## src/rtl/ps2_mouse_report_transmitter_unit_assert.svh

```systemverilog
// ----------------------------------------------------------------------------
// ps2 mouse report transmitter assertion macros
// shared concurrent assertion forms for the transmitter rtl
// ----------------------------------------------------------------------------
`ifndef PS2_MOUSE_REPORT_TRANSMITTER_UNIT_ASSERT_SVH
`define PS2_MOUSE_REPORT_TRANSMITTER_UNIT_ASSERT_SVH

// checked on every rising edge outside reset
`define PS2MRT_ASSERT(lbl, clk_s, rstn_s, prop, msg) \
  lbl: assert property (@(posedge clk_s) disable iff (!rstn_s) prop) else $error(msg);

// checked on every rising edge, reset included
`define PS2MRT_ASSERT_ALWAYS(lbl, clk_s, prop, msg) \
  lbl: assert property (@(posedge clk_s) prop) else $error(msg);

`endif

```

## src/rtl/ps2mrt_pkg.sv

```systemverilog
// ----------------------------------------------------------------------------
// ps2mrt_pkg
// types and constants shared by the ps2 mouse report transmitter
// ----------------------------------------------------------------------------
`default_nettype none

package ps2mrt_pkg;

  localparam logic [15:0] HALF_PERIOD_RESET  = 16'd40;
  localparam logic [19:0] IDLE_TIMEOUT_RESET = 20'd50000;

  // register map, byte address 4*index
  localparam logic REG_HALF_PERIOD  = 1'b0;
  localparam logic REG_IDLE_TIMEOUT = 1'b1;

  // frame layout: start, 8 data, parity, stop
  localparam logic [3:0] LAST_BIT  = 4'd10;
  localparam logic [3:0] PARITY_BIT = 4'd9;
  localparam logic [1:0] LAST_BYTE = 2'd2;

  // status byte fields
  localparam logic [7:0] SB_ALWAYS_ONE = 8'h08;
  localparam logic [7:0] SB_LEFT       = 8'h01;
  localparam logic [7:0] SB_RIGHT      = 8'h02;
  localparam logic [7:0] SB_MIDDLE     = 8'h04;
  localparam logic [7:0] SB_X_SIGN     = 8'h10;
  localparam logic [7:0] SB_Y_SIGN     = 8'h20;
  localparam logic [7:0] SB_X_OVF      = 8'h40;
  localparam logic [7:0] SB_Y_OVF      = 8'h80;

  localparam logic signed [15:0] DELTA_MAX = 16'sd255;
  localparam logic signed [15:0] DELTA_MIN = -16'sd255;

  typedef enum logic [2:0] {
    ST_NONE     = 3'd0,
    ST_ACCEPTED = 3'd1,
    ST_REJECTED = 3'd2,
    ST_SENT     = 3'd3,
    ST_TIMEOUT  = 3'd4
  } status_t;

  typedef enum logic [3:0] {
    MODE_IDLE = 4'b0001,
    MODE_WAIT = 4'b0010,
    MODE_SEND = 4'b0100,
    MODE_HOLD = 4'b1000
  } mode_t;

  typedef struct packed {
    logic [15:0] half_period_ticks;
    logic [19:0] idle_timeout_ticks;
  } cfg_t;

  typedef struct packed {
    logic               operation;
    logic               clock_line;
    logic               data_line;
    logic               left_button;
    logic               right_button;
    logic               middle_button;
    logic signed [15:0] dx;
    logic signed [15:0] dy;
  } item_t;

  typedef struct packed {
    logic    clock_low;
    logic    data_low;
    logic    busy_res;
    status_t status;
  } res_t;

endpackage

`default_nettype wire

```

## src/rtl/ps2_mouse_report_transmitter_unit.sv

```systemverilog
// ----------------------------------------------------------------------------
// ps2_mouse_report_transmitter_unit
// ps2 mouse-side transmitter for standard three byte movement packets
// ----------------------------------------------------------------------------
// Each item is a time tick carrying the sampled clock and data levels, or a
// mouse report. Every item gives exactly one result: the clock and data line
// drives, a busy flag and a status code, all showing the state after that
// item. One item is taken per clock cycle when the result side keeps up; an
// item passes an input register and then the state update into the result
// register. The line timing is counted in ticks only, so a half period of
// the line lasts half_period_ticks ticks.
`default_nettype none

module ps2_mouse_report_transmitter_unit
  import ps2mrt_pkg::*;
(
  input  wire logic        clk,
  input  wire logic        rst_n,
  input  wire logic        in_valid,
  output logic             in_ready,
  input  wire logic        in_operation,
  input  wire logic        in_clock_line,
  input  wire logic        in_data_line,
  input  wire logic        in_left_button,
  input  wire logic        in_right_button,
  input  wire logic        in_middle_button,
  input  wire logic signed [15:0] in_dx,
  input  wire logic signed [15:0] in_dy,
  output logic             out_valid,
  input  wire logic        out_ready,
  output logic             out_clock_low,
  output logic             out_data_low,
  output logic             out_busy_res,
  output logic      [2:0]  out_status,
  input  wire logic        cfg_psel,
  input  wire logic        cfg_penable,
  input  wire logic        cfg_pwrite,
  input  wire logic [2:0]  cfg_paddr,
  input  wire logic [31:0] cfg_pwdata,
  output logic      [31:0] cfg_prdata,
  output logic             cfg_pready
);

  cfg_t  cfg;
  item_t item_r;
  res_t  res;
  logic  in_valid_r;
  logic  out_valid_r;
  logic  advance;
  logic  step;

  ps2mrt_cfg u_cfg (
    .clk     (clk),
    .rst_n   (rst_n),
    .psel    (cfg_psel),
    .penable (cfg_penable),
    .pwrite  (cfg_pwrite),
    .paddr   (cfg_paddr),
    .pwdata  (cfg_pwdata),
    .prdata  (cfg_prdata),
    .pready  (cfg_pready),
    .cfg_o   (cfg)
  );

  // result register moves whenever it is empty or being taken
  assign advance  = !out_valid_r || out_ready;
  assign step     = in_valid_r && advance;
  assign in_ready = !in_valid_r || advance;

  always_ff @(posedge clk) begin
    if (!rst_n) begin
      in_valid_r  <= 1'b0;
      out_valid_r <= 1'b0;
    end else begin
      if (in_ready) in_valid_r <= in_valid;
      if (advance)  out_valid_r <= in_valid_r;
    end
  end

  always_ff @(posedge clk) begin
    if (in_valid && in_ready) begin
      item_r.operation     <= in_operation;
      item_r.clock_line    <= in_clock_line;
      item_r.data_line     <= in_data_line;
      item_r.left_button   <= in_left_button;
      item_r.right_button  <= in_right_button;
      item_r.middle_button <= in_middle_button;
      item_r.dx            <= in_dx;
      item_r.dy            <= in_dy;
    end
  end

  ps2mrt_core u_core (
    .clk    (clk),
    .rst_n  (rst_n),
    .step_i (step),
    .item_i (item_r),
    .cfg_i  (cfg),
    .res_o  (res)
  );

  assign out_valid     = out_valid_r;
  assign out_clock_low = res.clock_low;
  assign out_data_low  = res.data_low;
  assign out_busy_res  = res.busy_res;
  assign out_status    = res.status;

endmodule

`default_nettype wire

```

## src/rtl/ps2mrt_cfg.sv

```systemverilog
// ----------------------------------------------------------------------------
// ps2mrt_cfg
// apb register file holding the line timing settings
// ----------------------------------------------------------------------------
`default_nettype none

module ps2mrt_cfg
  import ps2mrt_pkg::*;
(
  input  wire logic        clk,
  input  wire logic        rst_n,
  input  wire logic        psel,
  input  wire logic        penable,
  input  wire logic        pwrite,
  input  wire logic [2:0]  paddr,
  input  wire logic [31:0] pwdata,
  output logic      [31:0] prdata,
  output logic             pready,
  output cfg_t             cfg_o
);

  logic [15:0] half_period_r;
  logic [19:0] idle_timeout_r;
  logic        wr_en;
  logic        reg_sel;

  assign pready  = 1'b1;
  assign reg_sel = paddr[2];
  assign wr_en   = psel && penable && pwrite && pready;

  always_ff @(posedge clk) begin
    if (!rst_n) begin
      half_period_r  <= HALF_PERIOD_RESET;
      idle_timeout_r <= IDLE_TIMEOUT_RESET;
    end else if (wr_en) begin
      case (reg_sel)
        REG_HALF_PERIOD:  half_period_r  <= pwdata[15:0];
        REG_IDLE_TIMEOUT: idle_timeout_r <= pwdata[19:0];
        default: ;
      endcase
    end
  end

  always_comb begin
    case (reg_sel)
      REG_HALF_PERIOD:  prdata = {16'd0, half_period_r};
      REG_IDLE_TIMEOUT: prdata = {12'd0, idle_timeout_r};
      default:          prdata = 32'd0;
    endcase
  end

  assign cfg_o.half_period_ticks  = half_period_r;
  assign cfg_o.idle_timeout_ticks = idle_timeout_r;

endmodule

`default_nettype wire

```

## src/rtl/ps2mrt_core.sv

```systemverilog
// ----------------------------------------------------------------------------
// ps2mrt_core
// packet builder, bus wait, bit timing and result register
// ----------------------------------------------------------------------------
`default_nettype none

module ps2mrt_core
  import ps2mrt_pkg::*;
(
  input  wire logic  clk,
  input  wire logic  rst_n,
  input  wire logic  step_i,
  input  item_t      item_i,
  input  cfg_t       cfg_i,
  output res_t       res_o
);

`include "ps2_mouse_report_transmitter_unit_assert.svh"

  mode_t       mode_r,       mode_nxt;
  logic [7:0]  pkt_r [3];
  logic [7:0]  pkt_nxt [3];
  logic [1:0]  byte_idx_r,   byte_idx_nxt;
  logic [3:0]  bit_idx_r,    bit_idx_nxt;
  logic [1:0]  sub_r,        sub_nxt;
  logic [15:0] tick_r,       tick_nxt;
  logic [19:0] wait_r,       wait_nxt;
  logic        parity_r,     parity_nxt;
  logic        clk_drv_r,    clk_drv_nxt;
  logic        dat_drv_r,    dat_drv_nxt;
  status_t     status_nxt;
  res_t        res_r;

  logic [16:0] tick_inc;
  logic [15:0] hp_limit;
  logic        half_done;
  logic [7:0]  cur_byte;
  logic        cur_bit;
  logic [3:0]  bit_next;
  logic [9:0]  x_cl;
  logic [9:0]  y_cl;
  logic [7:0]  sbyte;

  // returns {overflow, sign, byte}
  function automatic logic [9:0] clamp_delta(input logic signed [15:0] v);
    logic       ovf;
    logic [7:0] b;
    ovf = (v > DELTA_MAX) || (v < DELTA_MIN);
    if (v > DELTA_MAX)      b = DELTA_MAX[7:0];
    else if (v < DELTA_MIN) b = DELTA_MIN[7:0];
    else                    b = v[7:0];
    return {ovf, v[15], b};
  endfunction

  assign x_cl = clamp_delta(item_i.dx);
  assign y_cl = clamp_delta(item_i.dy);

  always_comb begin
    sbyte = SB_ALWAYS_ONE;
    if (item_i.left_button)   sbyte = sbyte | SB_LEFT;
    if (item_i.right_button)  sbyte = sbyte | SB_RIGHT;
    if (item_i.middle_button) sbyte = sbyte | SB_MIDDLE;
    if (x_cl[8])              sbyte = sbyte | SB_X_SIGN;
    if (y_cl[8])              sbyte = sbyte | SB_Y_SIGN;
    if (x_cl[9])              sbyte = sbyte | SB_X_OVF;
    if (y_cl[9])              sbyte = sbyte | SB_Y_OVF;
  end

  // a zero half period counts as one tick
  assign hp_limit  = (cfg_i.half_period_ticks == 16'd0) ? 16'd1 : cfg_i.half_period_ticks;
  assign tick_inc  = {1'b0, tick_r} + 17'd1;
  assign half_done = tick_inc >= {1'b0, hp_limit};

  always_comb begin
    case (byte_idx_r)
      2'd0:    cur_byte = pkt_r[0];
      2'd1:    cur_byte = pkt_r[1];
      2'd2:    cur_byte = pkt_r[2];
      default: cur_byte = pkt_r[0];
    endcase
  end

  // data bit b sits at byte bit b-1, which is the current bit index
  assign cur_bit  = cur_byte[bit_idx_r[2:0]];
  assign bit_next = bit_idx_r + 4'd1;

  always_comb begin
    mode_nxt     = mode_r;
    pkt_nxt      = pkt_r;
    byte_idx_nxt = byte_idx_r;
    bit_idx_nxt  = bit_idx_r;
    sub_nxt      = sub_r;
    tick_nxt     = tick_r;
    wait_nxt     = wait_r;
    parity_nxt   = parity_r;
    clk_drv_nxt  = clk_drv_r;
    dat_drv_nxt  = dat_drv_r;
    status_nxt   = ST_NONE;

    if (item_i.operation) begin
      if (mode_r != MODE_IDLE) begin
        status_nxt = ST_REJECTED;
      end else begin
        pkt_nxt[0]   = sbyte;
        pkt_nxt[1]   = x_cl[7:0];
        pkt_nxt[2]   = y_cl[7:0];
        mode_nxt     = MODE_WAIT;
        clk_drv_nxt  = 1'b0;
        dat_drv_nxt  = 1'b0;
        byte_idx_nxt = 2'd0;
        bit_idx_nxt  = 4'd0;
        sub_nxt      = 2'd0;
        tick_nxt     = 16'd0;
        wait_nxt     = 20'd0;
        status_nxt   = ST_ACCEPTED;
      end
    end else begin
      case (mode_r)
        MODE_WAIT: begin
          if (item_i.clock_line && item_i.data_line) begin
            // bus free: start bit goes out at once
            parity_nxt  = 1'b1;
            bit_idx_nxt = 4'd0;
            sub_nxt     = 2'd0;
            tick_nxt    = 16'd0;
            clk_drv_nxt = 1'b0;
            dat_drv_nxt = 1'b1;
            mode_nxt    = MODE_SEND;
          end else if (wait_r >= cfg_i.idle_timeout_ticks) begin
            mode_nxt     = MODE_IDLE;
            clk_drv_nxt  = 1'b0;
            dat_drv_nxt  = 1'b0;
            byte_idx_nxt = 2'd0;
            bit_idx_nxt  = 4'd0;
            sub_nxt      = 2'd0;
            tick_nxt     = 16'd0;
            wait_nxt     = 20'd0;
            status_nxt   = ST_TIMEOUT;
          end else begin
            wait_nxt = wait_r + 20'd1;
          end
        end
        MODE_SEND: begin
          if (!half_done) begin
            tick_nxt = tick_inc[15:0];
          end else begin
            tick_nxt = 16'd0;
            case (sub_r)
              2'd0: begin
                sub_nxt     = 2'd1;
                clk_drv_nxt = 1'b1;
              end
              2'd1: begin
                sub_nxt     = 2'd2;
                clk_drv_nxt = 1'b0;
              end
              default: begin
                sub_nxt = 2'd0;
                if (bit_idx_r >= LAST_BIT) begin
                  dat_drv_nxt = 1'b0;
                  mode_nxt    = MODE_HOLD;
                end else begin
                  bit_idx_nxt = bit_next;
                  if (bit_next < PARITY_BIT) begin
                    parity_nxt  = parity_r ^ cur_bit;
                    dat_drv_nxt = !cur_bit;
                  end else if (bit_next == PARITY_BIT) begin
                    dat_drv_nxt = !parity_r;
                  end else begin
                    // stop bit released high
                    dat_drv_nxt = 1'b0;
                  end
                end
              end
            endcase
          end
        end
        MODE_HOLD: begin
          if (!half_done) begin
            tick_nxt = tick_inc[15:0];
          end else begin
            tick_nxt = 16'd0;
            if (sub_r == 2'd0) begin
              sub_nxt = 2'd1;
            end else if (byte_idx_r >= LAST_BYTE) begin
              mode_nxt     = MODE_IDLE;
              clk_drv_nxt  = 1'b0;
              dat_drv_nxt  = 1'b0;
              byte_idx_nxt = 2'd0;
              bit_idx_nxt  = 4'd0;
              sub_nxt      = 2'd0;
              wait_nxt     = 20'd0;
              status_nxt   = ST_SENT;
            end else begin
              byte_idx_nxt = byte_idx_r + 2'd1;
              sub_nxt      = 2'd0;
              wait_nxt     = 20'd0;
              mode_nxt     = MODE_WAIT;
            end
          end
        end
        default: ;
      endcase
    end
  end

  always_ff @(posedge clk) begin
    if (!rst_n) begin
      mode_r     <= MODE_IDLE;
      byte_idx_r <= 2'd0;
      bit_idx_r  <= 4'd0;
      sub_r      <= 2'd0;
      tick_r     <= 16'd0;
      wait_r     <= 20'd0;
      parity_r   <= 1'b1;
      clk_drv_r  <= 1'b0;
      dat_drv_r  <= 1'b0;
    end else if (step_i) begin
      mode_r     <= mode_nxt;
      byte_idx_r <= byte_idx_nxt;
      bit_idx_r  <= bit_idx_nxt;
      sub_r      <= sub_nxt;
      tick_r     <= tick_nxt;
      wait_r     <= wait_nxt;
      parity_r   <= parity_nxt;
      clk_drv_r  <= clk_drv_nxt;
      dat_drv_r  <= dat_drv_nxt;
    end
  end

  // packet bytes and result are payload, only read once written
  always_ff @(posedge clk) begin
    if (step_i) begin
      pkt_r[0]        <= pkt_nxt[0];
      pkt_r[1]        <= pkt_nxt[1];
      pkt_r[2]        <= pkt_nxt[2];
      res_r.clock_low <= clk_drv_nxt;
      res_r.data_low  <= dat_drv_nxt;
      res_r.busy_res  <= (mode_nxt != MODE_IDLE);
      res_r.status    <= status_nxt;
    end
  end

  assign res_o = res_r;

  `PS2MRT_ASSERT(a_idle_released, clk, rst_n,
    (mode_r == MODE_IDLE) |-> (!clk_drv_r && !dat_drv_r), "lines driven while idle")
  `PS2MRT_ASSERT(a_clock_only_in_send, clk, rst_n,
    clk_drv_r |-> (mode_r == MODE_SEND), "clock driven outside a byte")
  `PS2MRT_ASSERT(a_indices_in_range, clk, rst_n,
    (bit_idx_r <= LAST_BIT) && (byte_idx_r <= LAST_BYTE), "frame index out of range")
  `PS2MRT_ASSERT(a_end_status_goes_idle, clk, rst_n,
    (step_i && (status_nxt == ST_SENT || status_nxt == ST_TIMEOUT)) |=> (mode_r == MODE_IDLE),
    "packet end did not return to idle")
  `PS2MRT_ASSERT(a_accept_goes_wait, clk, rst_n,
    (step_i && status_nxt == ST_ACCEPTED) |=> (mode_r == MODE_WAIT && res_r.busy_res),
    "accepted report did not start bus wait")

endmodule

`default_nettype wire

```

## config.mk

```make
export PLATFORM = sky130hd
export DESIGN_NAME = ps2_mouse_report_transmitter_unit
export DESIGN_NICKNAME = d
export VERILOG_FILES = /design/src/rtl/ps2mrt_pkg.sv /design/src/rtl/ps2_mouse_report_transmitter_unit.sv /design/src/rtl/ps2mrt_cfg.sv /design/src/rtl/ps2mrt_core.sv
export VERILOG_INCLUDE_DIRS = /design/src /design/src/rtl
export SDC_FILE = /design/constraint.sdc
export NUM_CORES = 1
export LEC_CHECK = 0
export BUFFER_PORTS_ARGS = -buffer_cell sky130_fd_sc_hd__buf_4
export CAP_MARGIN = 20
export CORE_MARGIN = 2
export CORE_UTILIZATION = 52
export DETAILED_ROUTE_END_ITERATION = 8
export PLACE_DENSITY = 0.76
export SYNTH_ARGS = -nofsm -noshare
export SYNTH_HDL_FRONTEND = slang
export SYNTH_SLANG_ARGS = --single-unit
```

## constraint.sdc

```tcl
create_clock -name clk -period 3.75 [get_ports clk]
set_clock_uncertainty 0.05 [all_clocks]
set_input_delay 0.75 -clock clk [delete_from_list [all_inputs] [get_ports clk]]
set_output_delay 0.75 -clock clk [all_outputs]
set_load 0.05 [all_outputs]
```

---- Word-level counts from Yosys, hierarchy flattened ----
Index checks and enable logic that the tools add are counted.
word-level totals
  bits in registers ....................... 157
  input port bits ......................... 80
  output and inout bits ................... 41
operators by class
  add/sub/neg operators ................... 4
  $lt $le $gt $ge ......................... 10
  equal/unequal tests ..................... 24
  muxes and demuxes ....................... 100
  bitwise logic cells ..................... 4
  reductions and logical operators ........ 32
operators by type and width
  kind                                                         count
  2-to-1 mux 20 bit                                            6
  2-to-1 mux 16 bit                                            6
  2-to-1 mux 4 bit                                             19
  one-hot mux 32 bit (2 select lines)                          1
  one-hot mux 20 bit (2 select lines)                          1
  > comparator 16 x 9 -> 1 bit, second input constant          2
  less-than comparator 16 x 9 -> 1 bit, second input constant  2
  one-hot mux 16 bit (2 select lines)                          1
  2-to-1 mux 2 bit                                             15
  2-to-1 mux 1 bit                                             28
  one-hot mux 4 bit (3 select lines)                           2
  adder 20 x 1 -> 20 bit, second input constant                1
  greater-or-equal comparator 20 bit                           1
  2-to-1 mux 3 bit                                             6
  adder 16 x 1 -> 17 bit, second input constant                1
  greater-or-equal comparator 17 x 16 -> 1 bit                 1
  logical NOT 16 bit                                           1
  2-to-1 mux 8 bit                                             2
  one-hot mux 8 bit (2 select lines)                           1
  inequality test 3 x 2 -> 1 bit, second input constant        4
  inequality test 3 bit, second input constant                 4
  AND reduction 6 bit                                          2
  AND reduction 10 bit                                         1
  == test 4 bit, second input constant                         2
  other kinds (38)                                             64

---- Logic depth before layout (Yosys ltp) ----
Gate-level depths: netlist of the first run.
  word-level depth ........................ 11
  gate-level depth with buffers ........... 18

---- Hierarchy ----
From an unflattened synthesis of the first run, not the netlist that was laid out.
second synthesis, totals
  cell total of the unflattened synthesis .. 897
  area, all modules ....................... 8,678.3 um^2
modules (own cells, without submodules)
  module                             instances  cells each  area an instance (um^2)  seq. area each (um^2)
  ps2mrt_core                        1          663         5,657.9                  1,891.8
  ps2mrt_cfg                         1          187         1,775.5                  720.7
  ps2_mouse_report_transmitter_unit  1          47          1,244.9                  1,181.1

---- Worst setup path after synthesis of the first run ----
No wires, ideal clock.
  path type ............................... reg2reg
  from .................................... reg u_core.tick_r[0]
  to ...................................... reg u_core.tick_r[12]
  arrival ................................. 3.517 ns
  data required time ...................... 3.629 ns
  setup slack ............................. 0.113 ns
  cell stages (with the launch flop) ...... 18
  buffers on the path ..................... 2
  path through ............................ dfxtp_1 -> ha_1 -> nand3_1 -> nor2_1 -> nand3_1 -> nor2_1 -> nand4_1 -> xnor2_1 -> ha_1 -> nand3_1 -> nor2_1 -> nor3_1 -> o21ai_0 -> or3b_1 -> buf_2 -> buf_6 -> or3b_1 -> a21oi_1
between the ends
  word-level cells in the longest chain between the ends .. 5
ends and longest elaborated chain
  what                                          RTL line                                RTL
  start, declared                               ps2mrt_core.sv:26                       logic [15:0] tick_r, tick_nxt;
  start signal, assigned                        ps2mrt_core.sv:223                      tick_r <= tick_nxt;
  adder 16 x 1 -> 17 bit (*)                    ps2mrt_core.sv:71                       assign tick_inc = {1'b0, tick_r} + 17'd1;
  greater-or-equal comparator 17 x 16 -> 1 bit  ps2mrt_core.sv:72                       assign half_done = tick_inc >= {1'b0, hp_limit};
  2-to-1 mux 16 bit (*)                         ps2mrt_core.sv:144, ps2mrt_core.sv:179
  one-hot mux 16 bit (2 select lines) (*)       ps2mrt_core.sv:118                      case (mode_r)
  2-to-1 mux 16 bit (*)                         ps2mrt_core.sv:100                      if (item_i.operation) begin
Every way passes the cells marked *; elsewhere a longest branch is shown, timed or not.
A chain may end at the register's enable or synchronous reset.

---- Worst setup path in the final report of the first run ----
  from .................................... reg u_core.tick_r[0]
  to ...................................... reg u_core.wait_r[9]
between the ends
  word-level cells in the longest chain between the ends .. 4
ends and longest elaborated chain
  what                                          RTL line            RTL
  adder 16 x 1 -> 17 bit                        ps2mrt_core.sv:71
  greater-or-equal comparator 17 x 16 -> 1 bit  ps2mrt_core.sv:72
  inequality test 3 x 2 -> 1 bit (no line)      --
  AND reduction 6 bit (no line)                 --
  end signal, assigned                          ps2mrt_core.sv:224  wait_r <= wait_nxt;
  end, declared                                 ps2mrt_core.sv:27   logic [19:0] wait_r, wait_nxt;
Every way passes these cells.

==> run_results.csv, run 1 <==
group,metric,value,unit
yosys,syn_area_per_cell,9.10,um^2
yosys,ys_top_cells_by_area,"edfxtp_1, dfxtp_1, ha_1",
yosys,synth_area,8280,um^2
layout,layout_common_cells,"nand2_1, buf_4, nor2_1",
drt,drtIter0Drc,571,
drt,final_antenna_net_count,0,
die,die_w,130,um
timing,relSlewSlack,0.489,
yosys,synth_area_leader_cell,"edfxtp_1",
drt,route.met2.wl,8910,um
yosys,synth-edff-count,67,
clock_network,htreeDepth,4,
clock_network,cts_tree,"done",
grt,globalRoute.totalOverflow,0,
critical_path,worstSetupEndpointType,"flop",
die,core_area,15700,um^2
critical_path,path_class,"reg -> reg",
clock_network,clk_latency,0.42,ns
run_status,status,"complete, no violations",
placement,dp_hpwl,13500,um
layout,drive_above_1_share,0.189,
grt,grt_max_degree,39,
grt,antenna_found_initial,0,
timing,min_period,3.52,ns
drt,highest_layer,"met4",
clock_network,post_cts_buffers,0,
drt,drc,0,
timing,layout_worst_path_cycle_share,0.938,
die,die_h,130,um
timing,finalMaxSlewViolations,0,
placement,placed_cells,1204,
hold_path,min_path_type,"reg -> reg",
drt,drt-total-wl,18400,um
flow_run,maxCapViolations,0,
yosys,synthCells,910,
yosys,yosysTopAreaCellShare,0.243,
pwr,power_density,384,nW/um^2
drt,dr_wl_met3,1130,um
timing,hold_viol,0,
yosys,synth_seq_cells,156,
drt,via_count,6798,
timing,fmax,0.284,GHz
clock_network,cts.sinks,156,
drt,routed_via_density,5.50,
layout,area.growth.synth_to_final,18.4,%
critical_path,required,4.06,ns
clock_network,path_clk_slew,0.06,ns
clock_network,clockBufferDepth,2,
yosys,seq_area_frac_synth,0.458,
critical_path,crit_fanout,13,
die,die_area,17000,um^2
drt,met1_length,7900,um
layout,layout.cells.non_filler,1237,
layout,final_common_cell,"nand2_1",
grt,grt_util_all_layers,0.223,
critical_path,worstPathCellList,"ha_1 -> nand3_1 -> nor2_2 -> nand3_2 -> nor2_2 -> nand4_1 -> xnor2_2 -> ha_1 -> o21ai_1 -> a21oi_1 -> nor3_2 -> buf_4 -> o22ai_4 -> nor3b_2 -> or2_1 -> buf_4 -> or4_1 -> a21oi_1",
critical_path,critPathArrivalTime,3.83,ns
critical_path,cp-start-kind,"flop",
pwr,cellLeakagePower,3.83,nW
timing,setup-tns-final,0,ns
layout,n_antenna_cell,0,
yosys,synthFlopType,"dfxtp_1",
critical_path,reg2reg_depth,18,
critical_path,slowest_stage,"or4_1",
grt,first_global_vias,6374,
timing,finalSetupViolCount,0,
yosys,synth_cell_types,78,
drt,dr.pass1.iters,5,
critical_path,cp_slowest_stage_delay,0.51,ns
clock_network,cts_buffers,17,
hold_path,hold_depth,0,
die,io_pins,121,
clock_network,holdBufCountCts,0,
die,rows,46,
grt,grt_pass1_wl,29700,um
pwr,vdd.ir_drop.worst,320,uV
die,start_util,0.527,
drt,routedWlPerCell,14.9,um
placement,numPortBuffers,93,
layout,final.fill_count,1359,
yosys,ys_async_sr_fraction,0,
yosys,ys_warn_count,0,
timing,rsz0062_at_grt,"false",
timing,tightest_slew,0.761,ns
clock_network,cts_root_buf,"clkbuf_16",
placement,gp_congestion,0.831,
layout,nNetsFinal,1131,
## synth_stat cells (6+ instances only)
cell,number
a21o_1,9
xor2_1,7
nand4_1,11
nand2_1,131
nor2b_1,7
a211oi_1,6
nor3_1,23
nor2_1,93
edfxtp_1,67
a21oi_1,75
and3_1,13
o211ai_1,11
nand2b_1,7
inv_1,55
clkbuf_1,23
buf_4,13
nand3_1,21
nand3b_1,7
ha_1,43
nor4_1,10
o21ai_0,46
dfxtp_1,89
xnor2_1,21
## timing repair
item                                   4_1_cts  5_1_grt
setup endpoints to repair                   22       48
endpoints found under the hold margin        0        0
gates resized for setup                      3       19
pin swaps                                    0        6
gates cloned                                 0        1
## area by class of cell
| class | instances | area, um^2 | share of cell area |
|---|---|---|---|
| Multi-Input combinational cell | 659 | 4080 | 0.416 |
| Sequential cell | 156 | 3800 | 0.387 |
| Clock buffer | 17 | 425 | 0.0434 |
| Tap cell | 216 | 270 | 0.0275 |
| Inverter | 57 | 214 | 0.0218 |
| Timing Repair Buffer | 117 | 895 | 0.0912 |
| Clock inverter | 15 | 124 | 0.0126 |
## power by group
group          internal, mW  switching, mW  leakage [nW]  total, mW
sequential             1.83         0.0318          1.35       1.86
combinational         0.113          0.204          2.21      0.316
clock                 0.907          0.681         0.262       1.59
## path summary, 6_finish.rpt
check,start,endpoint,slack (ns)
setup / recovery,u_core.tick_r[0],u_core.wait_r[9],0.23
hold / removal,item_r[33],u_core.pkt_r[17],0.37
setup reg to reg,u_core.tick_r[0],u_core.wait_r[9],0.23
hold reg to reg,item_r[33],u_core.pkt_r[17],0.37
## flip-flops by register name (all words and copies together), names as in the netlist
| name | flops |
|---|---|
| u_core.tick_r | 16 |
| u_core.clk_drv_r | 1 |
| u_core.wait_r | 20 |
| u_core.bit_idx_r | 4 |
| u_core.res_o | 6 |
| u_core.parity_r | 1 |
| u_cfg.idle_timeout_r | 20 |
| u_core.pkt_r | 23 |
| out_valid | 1 |
| u_core.mode_r | 4 |
| u_cfg.half_period_r | 16 |
| u_core.sub_r | 2 |
| item_r | 38 |
| in_valid_r | 1 |
| u_core.byte_idx_r | 2 |
| u_core.dat_drv_r | 1 |
## per-stage QoR
step | utilization | hold slack [ns] | setup slack, ns | cell area (um^2) | power (mW)
after CTS | 0.620 | 0.368 | 0.0513 | 9730 | 3.79
final | 0.624 | 0.368 | 0.233 | 9810 | 3.76
after detailed placement | 0.584 | 0.356 | 0.00761 | 9180 | 2.21
after floorplan | - | 0.350 | 0.113 | 8330 | 2.10
after global routing | 0.624 | 0.377 | 0.00122 | 9810 | 3.89
after global placement | 0.584 | 0.351 | 0.0656 | 9180 | 2.20
## logic make-up (layout without fill, tap and decap cells)
logic type,count (synthesis),count (layout),share of synthesized area
and+or+nand+nor,370,371,0.218
AOI/OAI and AO/OA,195,195,0.150
DFF,156,156,0.458
buffers and inverters,107,206,0.0636
adders and majority gates,43,43,0.0649
xor gates and xnor gates,28,28,0.0296
muxes,9,9,0.0146
other,2,13,0.000907
## critical path, delay by kind of cell, from the launching register on
kind	cells	cell delay, ns
flops	1	0.37
xor+xnor	1	0.18
fa+ha+maj	2	0.46
simple gates	9	1.57
buf+inv	2	0.33
compound gates	4	0.49
## layer usage
layer	GRT usage	vias to the layer above
met5	0	-
met3	0.0488	38
met1	0.272	3164
met4	0.0867	0
li1	-	3390
met2	0.385	206
(Power assumes the default switching activity.)
==> run 2, diff against run 1 <==
CORE_UTILIZATION = 53   (was 52)
SYNTH_HIERARCHICAL = 1   (was unset)
==> run 2 against run 1 <==
  * Clock power up 4%
  * Critical path type unchanged
  * Die area up 2.7%
  * Hold slack better by 0.0025 ns
  * First-iteration DRC count is 1.6% higher
  * Non-clock buffer count is 4 higher
  * Fmax shrank 1.5%
  * Flip-flop and latch count is the same
  * Clock-buffer cell count grew 2
  * Register-to-register slack worse by 0.05 ns
  * Sequential power hardly changed
  * Via count grew 3.7%
==> run_results.csv, run 2 <==
group,metric,value,unit
run_status,status,"complete, no violations",
clock_network,htreeDepth,4,
hold_path,min_path_type,"reg -> reg",
critical_path,path_class,"reg -> reg",
yosys,synth_most_common_cell,"nand2_1",
timing,tightest_slew,1.06,ns
clock_network,holdBufCountCts,0,
drt,dr.pass1.iters,6,
layout,regMostFlops,"item_r",
pwr,power_density,376,nW/um^2
critical_path,crit_path_start,"u_core/tick_r[0]",
drt,routedWlPerCell,16.2,um
yosys,synth_seq_cells,156,
layout,final_area,10200,um^2
timing,holdWs,0.371,ns
die,die_w,132,um
critical_path,worstSetupEndpointType,"flop",
yosys,synth_area,8680,um^2
layout,drive_above_1_share,0.212,
die,rows,46,
pwr,vdd.ir_drop.worst,343,uV
pwr,power.total,3.84,mW
layout,final_util,0.641,
hold_path,min_from,"item_r[34]",
placement,numPortBuffers,93,
placement,gp_congestion,0.880,
yosys,seq_area_frac_synth,0.437,
grt,globalRoute.totalOverflow,0,
drt,drtIter0Drc,580,
die,die_area,17400,um^2
critical_path,reg2reg_from,"u_core/tick_r[0]",
timing,min_period,3.57,ns
critical_path,cp-start-kind,"flop",
die,die_h,132,um
placement,dpl_cell_area,9580,um^2
yosys,synth_area_leader_cell,"edfxtp_1",
timing,finalSetupViolCount,0,
yosys,ys_warn_count,6,
drt,drt-total-wl,19800,um
yosys,synth-edff-count,67,
critical_path,required,3.87,ns
drt,drc,0,
drt,via_count,7049,
die,io_pins,121,
critical_path,crit_fanout,5,
clock_network,clk_latency,0.43,ns
drt,final_antenna_net_count,0,
yosys,yosysTopAreaCellShare,0.232,
flow_run,maxCapViolations,0,
timing,finalMaxSlewViolations,0,
yosys,synthCells,897,
placement,dp_hpwl,13700,um
layout,nNetsFinal,1117,
clock_network,cts_root_buf,"clkbuf_16",
yosys,ys_async_sr_fraction,0,
timing,layout_worst_path_cycle_share,0.952,
timing,setup-tns-final,0,ns
timing,relSlewSlack,0.290,
critical_path,critPathArrivalTime,3.69,ns
timing,fmax,0.280,GHz
clock_network,cts.sinks,156,
grt,grt_pass1_wl,31000,um
yosys,synth_cell_types,87,
timing,hold_viol,0,
drt,routed_via_density,5.76,
layout,layout_common_cells,"buf_4, nand2_1, dfxtp_1",
yosys,ys_top_cells_by_area,"edfxtp_1, dfxtp_1, ha_1",
grt,grt_util_all_layers,0.218,
grt,grt_max_degree,79,
clock_network,path_clk_slew,0.07,ns
yosys,synthFlopType,"dfxtp_1",
grt,antenna_found_initial,0,
die,start_util,0.544,
pwr,cellLeakagePower,3.99,nW
yosys,ys_top_cells_by_count,"nand2_1, dfxtp_1, nor2_1, edfxtp_1, inv_1",
layout,reg_top3,"item_r: 38 flops, u_core/pkt_r: 23 flops",
clock_network,clockBufferDepth,2,
yosys,syn_area_per_cell,9.67,um^2
layout,largest_reg_flops,38,
layout,n_antenna_cell,0,
layout,final_common_cell,"buf_4",
die,core_area,15900,um^2
layout,area.growth.synth_to_final,17.7,%
clock_network,cts_buffers,17,
clock_network,cts_tree,"done",
grt,first_global_vias,6395,
==> run 2: changes by cell type after synthesis, sizes merged, moves of 14 or more <==
cell / delta
nor2b: +25
nor2: -22
nand2: -36
nor3: -14
a21oi: -40
mux2i: +36
==> run 2: cell type report <==
| type | count | area (um^2) |
|---|---|---|
| Fill cell | 1267 | 5720 |
| Multi-Input combinational cell | 653 | 4490 |
| Sequential cell | 156 | 3800 |
| Timing Repair Buffer | 121 | 921 |
| Clock buffer | 19 | 443 |
| Tap cell | 216 | 270 |
| Inverter | 45 | 169 |
| Clock inverter | 13 | 125 |
==> run 2: cell families (layout without fill, tap and decap cells) <==
group / after synthesis / in the layout / synth area share
mux: 56 / 56 / 0.0685
xor+xnor: 17 / 17 / 0.0172
flops: 156 / 156 / 0.437
other cells: 2 / 13 / 0.000865
buf+inv: 101 / 198 / 0.0564
simple gates: 339 / 339 / 0.208
compound gates: 183 / 185 / 0.150
fa+ha+maj: 43 / 43 / 0.0620
==> run 2: worst paths after layout <==
check | endpoint | slack [ns] | depth (start not counted)
max reg2reg | u_core/res_o[5] | 0.18 | 14
min | u_core/pkt_r[16] | 0.37 | 0
max | u_core/res_o[5] | 0.18 | 14
min reg2reg | u_core/pkt_r[16] | 0.37 | 0
==> run 2: routing by layer <==
layer,vias up,wire length (um),track usage
met5,-,0,0
met2,242,9330,0.344
met1,3325,9090,0.298
met3,31,957,0.0411
li1,3451,-,-
met4,0,390,0.0821
==> run 2: stage by stage <==
step                setup WS [ns]  instances
floorplan                   0.119        908
global placement           0.0841       1187
detailed placement         0.0359       1187
CTS                        0.0195       1219
global route              -0.0802       1223
finish                      0.179       1223
==> run 2: where the power goes <==
group	switching (mW)	internal, mW
Combinational	0.212	0.131
Sequential	0.0299	1.82
Clock	0.754	0.893
Total	0.996	2.85
==> run 2: repair_timing <==
action / in CTS / in global routing
pin swaps: 1 / 5
setup buffers: 0 / 1
setup endpoints to repair: 3 / 36
gates cloned: 0 / 2
gates resized for setup: 0 / 9
==> run 2: worst max-delay path, cell delays in order, from the launching register on <==
cell and delay [ns]:
dfxtp_2 0.34, and4_1 0.22, nand4_1 0.13, or3_4 0.39
nor2_2 0.15, xor2_1 0.24, ha_1 0.20, nand4_1 0.14
nor2_2 0.13, nand2_1 0.09, o211a_2 0.33, buf_4 0.17
o31a_1 0.34, o31ai_2 0.28, a31oi_1 0.13
==> run 3, diff against run 2 <==
SETUP_SLACK_MARGIN = 0.4   (was unset)
==> run 3 against run 2 <==
  * Wire length up 6.4%
  * Critical path type unchanged
  * Clock power up 9.7%
  * Flip-flop and latch count unchanged
  * Register-to-register slack better by 0.06 ns
  * Largest power group unchanged
  * First-iteration DRC count down 5.9%
  * Critical endpoint is now u_core/wait_r[14]
  * Global-route usage up 1.7 points
  * Utilization up 3.1 points
  * Non-clock buffer count up 21
  * Sequential power about the same
  * Clock-buffer cell count down 2
  * Cell area up 4.8%
  * Die area unchanged
==> run_results.csv, run 3 (synthesized netlist as in run 2, its figures left out) <==
group,metric,value,unit
drt,routedWlPerCell,16.9,um
layout,nNetsFinal,1138,
clock_network,htreeDepth,4,
layout,final_common_cell,"buf_4",
die,die_w,132,um
critical_path,required,4.07,ns
placement,gp_congestion,0.903,
drt,drt-total-wl,21000,um
hold_path,hold_depth,0,
pwr,power_density,376,nW/um^2
critical_path,crit_family,"simple AND/OR/NAND/NOR gates",
die,die_h,132,um
die,io_pins,121,
timing,finalSetupViolCount,0,
placement,dp_worst_setup_slack,0.130,ns
critical_path,cp_slowest_stage_delay,0.49,ns
grt,grt_pass1_wl,33100,um
run_status,status,"complete, no violations",
layout,regMostFlops,"item_r",
layout,n_antenna_cell,0,
placement,numPortBuffers,93,
critical_path,worstSetupEndpointType,"flop",
pwr,vdd.ir_drop.worst,447,uV
timing,relSlewSlack,0.394,
placement,dp_hpwl,13900,um
timing,setup-tns-final,0,ns
grt,grt_max_degree,65,
clock_network,cts.sinks,156,
grt,first_global_vias,6820,
grt,antenna_found_initial,0,
die,start_util,0.544,
timing,tightest_slew,0.899,ns
hold_path,min_path_type,"reg -> reg",
critical_path,slowest_stage,"or4_1",
timing,worst_slack,0.238,ns
critical_path,critPathArrivalTime,3.83,ns
timing,min_period,3.51,ns
critical_path,crit_fanout,7,
clock_network,cts_root_buf,"clkbuf_16",
layout,reg_top3,"item_r: 38 flops, u_core/pkt_r: 23 flops",
timing,layout_worst_path_cycle_share,0.937,
drt,dr.pass1.iters,5,
drt,routed_via_density,5.77,
die,die_area,17400,um^2
drt,final_antenna_net_count,0,
timing,finalMaxSlewViolations,0,
clock_network,clockBufferDepth,2,
drt,drtIter0Drc,546,
critical_path,path_buf_inv,1,
drt,via_count,7183,
die,core_area,15900,um^2
critical_path,crit_top_cell,"nand4_1",
timing,fmax,0.285,GHz
timing,hold_viol,0,
layout,area.growth.synth_to_final,23.4,%
grt,globalRoute.totalOverflow,0,
critical_path,path_class,"reg -> reg",
clock_network,clk_latency,0.44,ns
layout,layout_common_cells,"buf_4, nand2_1, dfxtp_1",
flow_run,maxCapViolations,0,
clock_network,cts_tree,"done",
drt,drc,0,
grt,grt_util_all_layers,0.235,
critical_path,reg2reg_depth,14,
pwr,cellLeakagePower,4.18,nW
timing,holdWs,0.374,ns
layout,largest_reg_flops,38,
layout,drive_above_1_share,0.259,
die,rows,46,
critical_path,worstPathCellList,"and3_4 -> nand4_1 -> or3_4 -> nor2_4 -> xor2_2 -> ha_1 -> nand4_1 -> o21bai_1 -> a22oi_2 -> buf_4 -> o211a_4 -> o31a_4 -> or4_1 -> a21oi_1",
clock_network,path_clk_slew,0.07,ns
clock_network,cts_buffers,17,
timing,rsz0062_at_grt,"true",
critical_path,cp.depth,14,
critical_path,cp-start-kind,"flop",
==> run 3: cell count changes in the layout (fill, tap and decap cells not counted), sizes merged <==
cell | before | now
inv | 52 | 56
buf | 121 | 142
clkinv | 5 | 3
clkinvlp | 1 | 0
bufinv | 0 | 1
clkbuf | 19 | 17
==> run 3: worst paths after layout <==
path	start	endpoint	slack, ns
worst max-delay path	u_core/tick_r[7]	u_core/wait_r[14]	0.24
worst min-delay path	item_r[34]	u_core/pkt_r[16]	0.37
worst max register to register	u_core/tick_r[7]	u_core/wait_r[14]	0.24
worst min register to register	item_r[34]	u_core/pkt_r[16]	0.37
==> run 3: layer usage <==
metal | GRT usage | up-vias | share of wire
met1 | 0.312 | 3409 | 0.44
met2 | 0.375 | 244 | 0.48
met3 | 0.0515 | 44 | 0.056
li1 | - | 3486 | -
met5 | 0 | - | 0
met4 | 0.0888 | 0 | 0.024
==> run 3: area by class of cell <==
type | instances | area [um^2]
Timing Repair Buffer | 142 | 1120
Multi-Input combinational cell | 653 | 4700
Inverter | 45 | 169
Sequential cell | 156 | 3820
Clock inverter | 15 | 203
Clock buffer | 17 | 425
Tap cell | 216 | 270
Fill cell | 1241 | 5240
==> run 3: repair_timing <==
| action | in CTS | in global routing |
|---|---|---|
| setup buffers | 19 | 8 |
| gates cloned | 2 | 1 |
| pin swaps | 32 | 38 |
| setup endpoints to repair | 29 | 55 |
| gates resized for setup | 30 | 45 |
| endpoints found under the hold margin | 0 | 0 |
| hold buffers | 0 | 0 |
==> run 3: report_power, final <==
| group | switching (mW) | internal, mW |
|---|---|---|
| Combinational | 0.223 | 0.143 |
| Clock | 0.829 | 0.979 |
| Sequential | 0.0308 | 1.82 |
| Total | 1.08 | 2.94 |
==> run 3: stage by stage <==
| step | util | power (mW) | std cells | cell area [um^2] |
|---|---|---|---|---|
| 3_3_place_gp | 0.600 | 2.23 | 1181 | 9570 |
| 4_1_cts | 0.657 | 4.05 | 1234 | 10500 |
| 3_5_place_dp | 0.600 | 2.23 | 1181 | 9570 |
| 5_1_grt | 0.672 | 4.16 | 1244 | 10700 |
| 6_report | 0.672 | 4.02 | 1244 | 10700 |
| 2_1_floorplan | - | 2.12 | 908 | 8740 |
